<file path="config.mk">
export PLATFORM = sky130hd
export DESIGN_NAME = sorted_table_search
export DESIGN_NICKNAME = d
export VERILOG_FILES = /design/src/sv/sts_pkg.sv /design/src/sv/sts_ram.sv /design/src/sv/sorted_table_search.sv
export SDC_FILE = /design/constraint.sdc
export NUM_CORES = 2
export LEC_CHECK = 0
export BUFFER_PORTS_ARGS = -buffer_cell sky130_fd_sc_hd__clkbuf_2
export CAP_MARGIN = 25
export CORE_ASPECT_RATIO = 2
export CORE_UTILIZATION = 41
export DETAILED_ROUTE_END_ITERATION = 16
export GPL_TIMING_DRIVEN = 0
export PLACE_DENSITY = 0.65
export SETUP_SLACK_MARGIN = 0.3
export SLEW_MARGIN = 25
export SYNTH_ARGS = -nofsm -noshare
export SYNTH_HDL_FRONTEND = slang
export SYNTH_SLANG_ARGS = --single-unit
export TNS_END_PERCENT = 10
</file>
<file path="constraint.sdc">
create_clock -name clk -period 9.6 [get_ports clk]
set_clock_uncertainty 0.05 [all_clocks]
set_input_delay 0.48 -clock clk [delete_from_list [all_inputs] [get_ports clk]]
set_output_delay 0.48 -clock clk [all_outputs]
set_load 0.01 [all_outputs]
</file>
<file path="src/sv/sts_pkg.sv">
// ----------------------------------------------------------------------------
// sts_pkg: shared types and constants for the sorted table search
// Command and register codes, search methods, sequencer states and the
// Fibonacci constant table used by the Fibonacci split search.
// ----------------------------------------------------------------------------
package sts_pkg;

	// payload widths of the stream fields
	localparam int POS_W      = 7;
	localparam int VAL_W      = 32;
	localparam int IN_DATA_W  = 40;
	localparam int OUT_DATA_W = 8;
	localparam int CFG_DATA_W = 7;
	localparam int REG_IDX_W  = 1;

	// command codes (tuser of the input stream)
	localparam logic CMD_WRITE  = 1'b0;
	localparam logic CMD_SEARCH = 1'b1;

	// configuration register indexes
	localparam logic [REG_IDX_W-1:0] REG_METHOD      = 1'b0;
	localparam logic [REG_IDX_W-1:0] REG_ENTRY_COUNT = 1'b1;

	// search methods; the unused code searches as binary
	typedef enum logic [1:0] {
		METHOD_BINARY = 2'd0,
		METHOD_INTERP = 2'd1,
		METHOD_FIB    = 2'd2
	} method_t;

	// sequencer states
	typedef enum logic [3:0] {
		ST_IDLE,
		ST_FIB_INIT,
		ST_LOOP,
		ST_RD_LO,
		ST_RD_HI,
		ST_CHECK,
		ST_MUL,
		ST_DIV,
		ST_MID,
		ST_PROBE,
		ST_FINISH
	} state_t;

	// Fibonacci table: 20 entries, enough for tables up to 1024 entries
	localparam int FIB_DEPTH = 20;
	localparam int FIB_W     = 13;
	localparam int K_W       = 5;

	function automatic logic [FIB_W-1:0] fib_at(input logic [K_W-1:0] idx);
		logic [FIB_W-1:0] f;
		case (idx)
			5'd0:    f = 13'd0;
			5'd1:    f = 13'd1;
			5'd2:    f = 13'd1;
			5'd3:    f = 13'd2;
			5'd4:    f = 13'd3;
			5'd5:    f = 13'd5;
			5'd6:    f = 13'd8;
			5'd7:    f = 13'd13;
			5'd8:    f = 13'd21;
			5'd9:    f = 13'd34;
			5'd10:   f = 13'd55;
			5'd11:   f = 13'd89;
			5'd12:   f = 13'd144;
			5'd13:   f = 13'd233;
			5'd14:   f = 13'd377;
			5'd15:   f = 13'd610;
			5'd16:   f = 13'd987;
			5'd17:   f = 13'd1597;
			5'd18:   f = 13'd2584;
			5'd19:   f = 13'd4181;
			default: f = 13'd0;
		endcase
		return f;
	endfunction

endpackage

</file>
<file path="src/sv/sts_ram.sv">
// ----------------------------------------------------------------------------
// sts_ram: generic single-port-write, single-port-read RAM
// One write and one read per cycle; read data is registered.
// ----------------------------------------------------------------------------
module sts_ram #(
	parameter int WIDTH = 32,
	parameter int DEPTH = 64
) (
	input  logic                     clk,
	input  logic                     we,
	input  logic [$clog2(DEPTH)-1:0] waddr,
	input  logic [WIDTH-1:0]         wdata,
	input  logic [$clog2(DEPTH)-1:0] raddr,
	output logic [WIDTH-1:0]         rdata
);

	logic [WIDTH-1:0] mem [DEPTH];

	// write port and registered read port
	always_ff @(posedge clk) begin
		if (we) begin
			mem[waddr] <= wdata;
		end
		rdata <= mem[raddr];
	end

endmodule

</file>
<file path="src/sv/sorted_table_search.sv">
// ----------------------------------------------------------------------------
// sorted_table_search: search of a sorted table by binary, interpolation
// or Fibonacci split
// Write beats store one entry; search beats return found and position.
// ----------------------------------------------------------------------------
// A write beat (tuser 0) stores its value at table position 1..TABLE_DEPTH
// and the block is ready again on the next cycle; writes to other positions
// are dropped. A search beat (tuser 1) holds the input for the whole search
// and returns one result beat. All probes go through the single read port of
// the table RAM, whose registered read sets the pace. Fibonacci search first
// steps through its constant table and then probes; interpolation, for each
// probe, reads both ends, multiplies and runs a restoring divider that retires
// one quotient bit per cycle over a W-bit quotient, W = clog2(TABLE_DEPTH+1)+1
// (W is 8 for 64 entries). A finished result waits in the output register,
// and write beats are still taken while it waits. Configuration writes are
// always ready.
module sorted_table_search import sts_pkg::*; #(
	parameter int TABLE_DEPTH = 64
) (
	input  logic                  clk,
	input  logic                  arst_n,
	// configuration write channel
	input  logic                  cfg_valid,
	output logic                  cfg_ready,
	input  logic [REG_IDX_W-1:0]  cfg_index,
	input  logic [CFG_DATA_W-1:0] cfg_data,
	// input stream
	input  logic                  s_tvalid,
	output logic                  s_tready,
	input  logic [IN_DATA_W-1:0]  s_tdata,   // [6:0] position, [38:7] value, [39] zero
	input  logic                  s_tuser,   // [0] cmd
	// result stream
	output logic                  m_tvalid,
	input  logic                  m_tready,
	output logic [OUT_DATA_W-1:0] m_tdata    // [0] found, [7:1] match_position
);

	localparam int AW   = $clog2(TABLE_DEPTH);
	localparam int PW   = $clog2(TABLE_DEPTH + 1) + 1;
	localparam int CW   = (PW > FIB_W) ? PW : FIB_W;
	localparam int DW   = VAL_W + 1;
	localparam int PRW  = DW + PW;
	localparam int CNTW = $clog2(PW + 1);

	// control registers
	state_t              state_q, state_d;
	logic [1:0]          method_q;
	logic [POS_W-1:0]    entry_count_q;
	logic [K_W-1:0]      k_q;
	logic [CNTW-1:0]     cnt_q;
	logic                out_valid_q;

	// datapath registers
	logic [PW-1:0]       lo_q, hi_q, mid_q, n_q;
	logic signed [VAL_W-1:0] key_q, vl_q, vh_q;
	logic [DW-1:0]       diff_q, den_q, rem_q;
	logic [PW-1:0]       quo_q;
	logic                res_found_q;
	logic [PW-1:0]       res_pos_q;
	logic                out_found_q;
	logic [POS_W-1:0]    out_pos_q;

	// sequencer outputs
	logic [PW-1:0]       raddr_pos;
	logic                fin_set, fin_found;
	logic [PW-1:0]       fin_pos;
	logic                out_load;

	// input decode
	logic                s_accept, is_search;
	logic [POS_W-1:0]    in_pos;
	logic signed [VAL_W-1:0] in_val;
	logic [CW-1:0]       in_pos_ext, in_pos_m1, ec_ext, n_init_w;
	logic [PW-1:0]       n_init;
	logic                wr_ok;

	// table RAM
	logic                ram_we;
	logic [AW-1:0]       ram_waddr, ram_raddr;
	logic [PW-1:0]       raddr_m1;
	logic [VAL_W-1:0]    ram_rdata;
	logic signed [VAL_W-1:0] rd_val;

	// shared compare / arithmetic
	logic                is_fib, is_interp;
	logic                lo_gt_hi, key_eq, key_lt, key_out;
	logic [PW-1:0]       span, bin_mid, int_mid, fib_mid, fib_clamp, hit_pos;
	logic [K_W-1:0]      k_m1;
	logic [CW-1:0]       fib_mid_w;
	logic                fib_le_n, fib_stop;
	logic [PRW-1:0]      prod;
	logic [DW:0]         div_t, div_sub;
	logic                div_ge;

	assign is_fib    = (method_q == METHOD_FIB);
	assign is_interp = (method_q == METHOD_INTERP);

	// input beat decode
	assign s_tready   = (state_q == ST_IDLE);
	assign s_accept   = s_tvalid & s_tready;
	assign is_search  = (s_tuser == CMD_SEARCH);
	assign in_pos     = s_tdata[POS_W-1:0];
	assign in_val     = $signed(s_tdata[POS_W+VAL_W-1:POS_W]);
	assign in_pos_ext = CW'(in_pos);
	assign in_pos_m1  = in_pos_ext - CW'(1);
	assign wr_ok      = (in_pos != '0) && (in_pos_ext <= CW'(TABLE_DEPTH));

	// entry count clamped to the table depth
	assign ec_ext   = CW'(entry_count_q);
	assign n_init_w = (ec_ext > CW'(TABLE_DEPTH)) ? CW'(TABLE_DEPTH) : ec_ext;
	assign n_init   = n_init_w[PW-1:0];

	// table RAM ports
	assign ram_we    = s_accept && !is_search && wr_ok;
	assign ram_waddr = in_pos_m1[AW-1:0];
	assign raddr_m1  = raddr_pos - PW'(1);
	assign ram_raddr = raddr_m1[AW-1:0];
	assign rd_val    = $signed(ram_rdata);

	sts_ram #(
		.WIDTH(VAL_W),
		.DEPTH(TABLE_DEPTH)
	) u_table (
		.clk  (clk),
		.we   (ram_we),
		.waddr(ram_waddr),
		.wdata(s_tdata[POS_W+VAL_W-1:POS_W]),
		.raddr(ram_raddr),
		.rdata(ram_rdata)
	);

	// probe compares
	assign lo_gt_hi = (lo_q > hi_q);
	assign key_eq   = (key_q == rd_val);
	assign key_lt   = (key_q < rd_val);
	assign key_out  = (key_q < vl_q) || (key_q > vh_q);

	// probe positions
	assign span      = hi_q - lo_q;
	assign bin_mid   = lo_q + (span >> 1);
	assign int_mid   = lo_q + quo_q;
	assign k_m1      = k_q - K_W'(1);
	assign fib_mid_w = CW'(lo_q) + CW'(fib_at(k_m1)) - CW'(1);
	assign fib_mid   = fib_mid_w[PW-1:0];
	assign fib_clamp = (fib_mid > n_q) ? n_q : fib_mid;
	assign hit_pos   = (is_fib && (mid_q > n_q)) ? n_q : mid_q;
	assign fib_le_n  = (CW'(fib_at(k_q)) <= CW'(n_q));
	// Fibonacci index would drop below one
	assign fib_stop  = key_lt ? (k_q == K_W'(1)) : (k_q <= K_W'(2));

	// interpolation multiply and one restoring divide step
	assign prod    = PRW'(diff_q) * PRW'(span);
	assign div_t   = {rem_q, quo_q[PW-1]};
	assign div_ge  = (div_t >= {1'b0, den_q});
	assign div_sub = div_t - {1'b0, den_q};

	// sequencer state register
	always_ff @(posedge clk or negedge arst_n) begin
		if (!arst_n) begin
			state_q <= ST_IDLE;
		end else begin
			state_q <= state_d;
		end
	end

	// next state and sequencer outputs
	always_comb begin
		state_d   = state_q;
		raddr_pos = lo_q;
		fin_set   = 1'b0;
		fin_found = 1'b0;
		fin_pos   = '0;
		out_load  = 1'b0;
		unique case (state_q)
			ST_IDLE: begin
				if (s_accept && is_search) begin
					state_d = is_fib ? ST_FIB_INIT : ST_LOOP;
				end
			end
			ST_FIB_INIT: begin
				if (!((k_q < K_W'(FIB_DEPTH - 1)) && fib_le_n)) begin
					state_d = ST_LOOP;
				end
			end
			ST_LOOP: begin
				if (lo_gt_hi) begin
					fin_set = 1'b1;
					state_d = ST_FINISH;
				end else if (is_interp) begin
					raddr_pos = lo_q;
					state_d   = ST_RD_LO;
				end else if (is_fib) begin
					// probe below position one: never a hit
					if (fib_mid_w == '0) begin
						fin_set = 1'b1;
						state_d = ST_FINISH;
					end else begin
						raddr_pos = fib_clamp;
						state_d   = ST_PROBE;
					end
				end else begin
					raddr_pos = bin_mid;
					state_d   = ST_PROBE;
				end
			end
			ST_RD_LO: begin
				raddr_pos = hi_q;
				state_d   = ST_RD_HI;
			end
			ST_RD_HI: begin
				state_d = ST_CHECK;
			end
			ST_CHECK: begin
				if (key_out) begin
					fin_set = 1'b1;
					state_d = ST_FINISH;
				end else if (vh_q == vl_q) begin
					raddr_pos = lo_q;
					state_d   = ST_PROBE;
				end else begin
					state_d = ST_MUL;
				end
			end
			ST_MUL: begin
				state_d = ST_DIV;
			end
			ST_DIV: begin
				if (cnt_q == CNTW'(PW - 1)) begin
					state_d = ST_MID;
				end
			end
			ST_MID: begin
				raddr_pos = int_mid;
				state_d   = ST_PROBE;
			end
			ST_PROBE: begin
				if (key_eq) begin
					fin_set   = 1'b1;
					fin_found = 1'b1;
					fin_pos   = hit_pos;
					state_d   = ST_FINISH;
				end else if (is_fib && fib_stop) begin
					fin_set = 1'b1;
					state_d = ST_FINISH;
				end else begin
					state_d = ST_LOOP;
				end
			end
			ST_FINISH: begin
				if (!out_valid_q || m_tready) begin
					out_load = 1'b1;
					state_d  = ST_IDLE;
				end
			end
			default: state_d = ST_IDLE;
		endcase
	end

	// configuration registers
	assign cfg_ready = 1'b1;

	always_ff @(posedge clk or negedge arst_n) begin
		if (!arst_n) begin
			method_q      <= METHOD_BINARY;
			entry_count_q <= '0;
		end else if (cfg_valid) begin
			unique case (cfg_index)
				REG_METHOD:      method_q      <= cfg_data[1:0];
				REG_ENTRY_COUNT: entry_count_q <= cfg_data;
				default: ;
			endcase
		end
	end

	// Fibonacci index and divider step counter
	always_ff @(posedge clk or negedge arst_n) begin
		if (!arst_n) begin
			k_q   <= '0;
			cnt_q <= '0;
		end else begin
			case (state_q)
				ST_IDLE:     k_q <= '0;
				ST_FIB_INIT: if (state_d == ST_FIB_INIT) k_q <= k_q + K_W'(1);
				ST_PROBE: begin
					if (is_fib && !key_eq && !fib_stop) begin
						k_q <= key_lt ? k_q - K_W'(1) : k_q - K_W'(2);
					end
				end
				ST_MUL:      cnt_q <= '0;
				ST_DIV:      cnt_q <= cnt_q + CNTW'(1);
				default: ;
			endcase
		end
	end

	// search datapath
	always_ff @(posedge clk) begin
		case (state_q)
			ST_IDLE: begin
				if (s_accept && is_search) begin
					key_q <= in_val;
					n_q   <= n_init;
					lo_q  <= PW'(1);
					hi_q  <= n_init;
				end
			end
			ST_LOOP: mid_q <= is_fib ? fib_mid : bin_mid;
			ST_RD_LO: vl_q <= rd_val;
			ST_RD_HI: vh_q <= rd_val;
			ST_CHECK: begin
				mid_q  <= lo_q;
				diff_q <= {key_q[VAL_W-1], key_q} - {vl_q[VAL_W-1], vl_q};
				den_q  <= {vh_q[VAL_W-1], vh_q} - {vl_q[VAL_W-1], vl_q};
			end
			ST_MUL: begin
				rem_q <= prod[PRW-1:PW];
				quo_q <= prod[PW-1:0];
			end
			ST_DIV: begin
				rem_q <= div_ge ? div_sub[DW-1:0] : div_t[DW-1:0];
				quo_q <= {quo_q[PW-2:0], div_ge};
			end
			ST_MID: mid_q <= int_mid;
			ST_PROBE: begin
				if (!key_eq) begin
					if (key_lt) begin
						hi_q <= mid_q - PW'(1);
					end else begin
						lo_q <= mid_q + PW'(1);
					end
				end
			end
			default: ;
		endcase
		if (fin_set) begin
			res_found_q <= fin_found;
			res_pos_q   <= fin_pos;
		end
	end

	// result output register
	always_ff @(posedge clk or negedge arst_n) begin
		if (!arst_n) begin
			out_valid_q <= 1'b0;
		end else if (out_load) begin
			out_valid_q <= 1'b1;
		end else if (m_tready) begin
			out_valid_q <= 1'b0;
		end
	end

	always_ff @(posedge clk) begin
		if (out_load) begin
			out_found_q <= res_found_q;
			out_pos_q   <= POS_W'(res_pos_q);
		end
	end

	assign m_tvalid = out_valid_q;
	assign m_tdata  = {out_pos_q, out_found_q};

	// a search beat closes the input until its result is handed off
	a_search_busy: assert property (@(posedge clk) disable iff (!arst_n)
		(s_tvalid && s_tready && s_tuser == CMD_SEARCH) |=> !s_tready)
		else $error("input ready right after a search beat");

	// a miss always reports position zero
	a_miss_zero: assert property (@(posedge clk) disable iff (!arst_n)
		(m_tvalid && !m_tdata[0]) |-> (m_tdata[OUT_DATA_W-1:1] == '0))
		else $error("miss with nonzero position");

	// the divider only runs with a nonzero divisor
	a_div_den: assert property (@(posedge clk) disable iff (!arst_n)
		(state_q == ST_DIV) |-> (den_q != '0))
		else $error("divide step with zero divisor");

	// Fibonacci split never probes with an exhausted index
	a_fib_k: assert property (@(posedge clk) disable iff (!arst_n)
		(state_q == ST_LOOP && method_q == METHOD_FIB) |-> (k_q != '0))
		else $error("Fibonacci index exhausted inside the loop");

	// a result only appears after the hand-off state
	a_res_src: assert property (@(posedge clk) disable iff (!arst_n)
		$rose(m_tvalid) |-> ($past(state_q) == ST_FINISH))
		else $error("result beat without a finished search");

endmodule
</file>
==> flow_summary.toml <==
[outcome]
outcome = "finished clean"

[yosys]
synth_simple_gate_area_frac = 0.05068
yosys.area_share.adder = 0.07173
netlist_instances = 6250
synth_largest_area_cell = "sky130_fd_sc_hd__edfxtp_1"
synth_enable_flop_cells = 2298
netlist-cell-type-count = 93
synthXorXnorAreaFrac = 0.01312
synth_sequential_area_ratio = 0.6538
postSynthRegisterBits = 2353
asyncSetResetFlopFracSynth = 0.009775
synth.area.mux_share = 0.1397
dominant_combinational_cell_family_by_area_after_synthesis = "multiplexers"
dominantRegCellSynth = "sky130_fd_sc_hd__edfxtp_1"
synth.area.top_cells = "sky130_fd_sc_hd__edfxtp_1 64%, sky130_fd_sc_hd__mux4_2 12%, sky130_fd_sc_hd__fa_1 3.6%"
synth.net_count = 6804
synth.top_cell.area_share = 0.6424
yosysWarnings = 0
syn_area_per_cell_um2 = 17.19
mappedNetlistArea_um2 = 107400
synth-compound-area-share = 0.04466

[global_route]
grt_start_max_net_pins = 66
grt_overflow_total = 0
grtUsageTotal = 0.2278
grt_antenna_before_repair = 16
via_count_of_the_first_global_routing_pass = 62230
grt_first_pass_wirelength_um = 429400

[floorplan]
floorplan.rows = 265
dieArea_um2 = 264200
design.core.area_um2 = 260300
die_width_um = 363.9
die_height_um = 725.9
initial_util = 0.4127
boundaryPins = 65

[route]
drt_drc_violations_left = 0
routed_via_density = 5.595
drtIter0Drc = 4708
drt-pass1-iter-count = 7
routed_antenna_nets = 0
detailroute.via_count = 57770
routedWlPerCell_um = 29.00
finalWirelength_um = 299400

[clock_network]
clockBufferDepth = 4
worst_skew_pair.late_latency_ns = 0.89
htree_levels = 4
cts.clk_slew.worst_paths_ns = 0.07
cts_tree = "done"
tritoncts.num_buffers = 199
clock-sinks = 2353
clock-root-buffer = "sky130_fd_sc_hd__clkbuf_16"

[sta]
slew_viol_final = 0
rsz0062_at_grt = "yes"
slew_headroom = 0.2670
fmax_mhz = 109.7
post-route-min-period_ns = 9.116
final_min_period_over_clock_period = 0.9496
hold_viol = 0
setup_violations = 0
max_slew.worst_pin.slew_ns = 1.096

[worst_setup_path]
r2r-start = "k_q[2]"
cp.buffers_inverters = 13
setup.worst_path.class = "reg2reg"
timing.critical_path.to = "u_table.rdata[15]"
crit_path_max_incr_delay_ns = 0.68
timing.critical_path.max_delay_family = "compound AO/OA/AOI/OAI gates"
critical-path-slowest-cell = "sky130_fd_sc_hd__o31ai_1"
critical_path_peak_fanout = 10
regToRegSetupSlack_ns = 0.48
worstPathRequired_ns = 10.22
crit_arrival_ns = 9.73
critical_path.most_common_cell = "sky130_fd_sc_hd__buf_12"
timing.critical_path.from = "k_q[2]"
critical_path_depth_in_cells = 33
regToRegEndpoint = "u_table.rdata[15]"
crit_path_start_kind = "flip-flop"
r2r_cells = 33
setup.worst_path.end_class = "flip-flop"

[layout]
fin_area_um2 = 123600
fin_nets = 7242
drive_gt1_frac = 0.2259
layout-area-overhead-vs-synth_pct = 15.10

[job]
cap_violations = 0

[place]
placedInstanceArea_um2 = 115900
globalplace.congestion = 0.9722
buffer_ports.inserted = 61
hpwl_um = 223400

[worst_hold_path]
worst_hold_path_type = "in2reg"
## layer usage
layer,vias to the layer above,track usage,part of all wire
li1,25110,-,-
met5,-,0,0.00023
met1,30310,0.2168,0.31
met3,675,0.02212,0.036
met2,1664,0.4437,0.57
met4,10,0.1651,0.085
## metrics by stage
step / TNS, ns / worst slack, ns / util / hold WS [ns] / instances
after floorplan: 0 / 1.226 / - / 0.1344 / 6250
after global placement: -122.25 / -4.207 / 0.4305 / 0.3614 / 9782
after detailed placement: -98.05 / -3.621 / 0.4453 / 0.3628 / 9917
after CTS: 0 / 0.2989 / 0.4741 / 0.003666 / 10310
after global routing: 0 / 0.2803 / 0.4750 / 0.04310 / 10320
final: 0 / 0.4836 / 0.4750 / 0.04691 / 10330
## cell type report
cell class              instances  area [um2]
well taps                    3471        4343
multi-input cells            3207       35640
clock inverters               116        1030
clock buffers                 242        5264
flip-flops and latches       2353       70220
fillers                     21550      136600
inverters                     449        1700
plain buffers                 241        1585
repair buffers                237        3827
diodes                          9       22.52
## worst min path at each step
stage | startpoint | end | slack, ns | cells after the start
3_5_place_dp | res_pos_q[6] | out_pos_q[6] | 0.36 | 0
3_3_place_gp | res_found_q | out_found_q | 0.36 | 0
5_1_grt | s_tdata[32] | u_table.mem[46][25] | 0.04 | 1
6_report | s_tdata[32] | u_table.mem[46][25] | 0.05 | 1
4_1_cts | s_tdata[32] | u_table.mem[46][25] | 0.004 | 1
2_1_floorplan | arst_n | cnt_q[0] | 0.13 | 0
## layout by cell type (no fill, tap or decap), drive strengths merged, types with 71 or more instances in the layout
| master | n |
|---|---|
| edfxtp | 2298 |
| mux4 | 576 |
| inv | 459 |
| clkbuf | 449 |
| ha | 307 |
| nor2 | 270 |
| buf | 248 |
| nand2 | 202 |
| a21oi | 194 |
| fa | 193 |
| and2 | 176 |
| o21ai | 162 |
| mux2 | 109 |
| xnor2 | 105 |
| nor2b | 97 |
| mux2i | 81 |
| clkinv | 73 |
| a21o | 71 |
| nand2b | 71 |
## sequential cells by signal (all words and copies together) (netlist names), 2 cells and up
name	count
n_q	7
quo_q	8
vh_q	32
hi_q	8
u_table.rdata	32
key_q	32
lo_q	8
rem_q	33
method_q	2
k_q	5
den_q	33
u_table.mem	2048
mid_q	8
vl_q	32
res_pos_q	7
cnt_q	4
state_q	4
out_pos_q	7
diff_q	33
entry_count_q	7
## worst reg2reg max path, delay by kind of cell, from the launching register on
kind,cells,cell delay [ns]
flip-flops,1,0.41
adder cells (fa/ha/maj),4,1.18
AND/OR/NAND/NOR,4,0.85
multiplexers,2,0.62
XOR/XNOR,1,0.32
buffers and inverters,13,2.55
AO/OA/AOI/OAI,9,2.97
## synth_stat cells (all sizes together), types with 97 or more instances
cell type	n
fa	193
clkbuf	152
mux4	576
ha	307
nand2	202
nor2b	97
xnor2	105
o21ai	162
edfxtp	2298
inv	449
and2	176
mux2	109
nor2	270
a21oi	194
## logic make-up after synthesis
group           count (synthesis)
flops                        2353
simple gates                 1062
mux                           766
compound gates                718
buf+inv                       690
fa+ha+maj                     500
xor+xnor                      160
other cells                     1
## what timing repair did
action | CTS | global route
resized for setup | 220 | 34
endpoints found under the setup margin | 39 | 42
setup buffers | 9 | 7
cloned | 0 | 0
endpoints found under the hold margin | 179 | 0
pin swaps | 18 | 4
hold buffers | 23 | 0
Power is not shown: default switching activity piles up to over one toggle a cycle in this logic, so the estimate is an artifact.
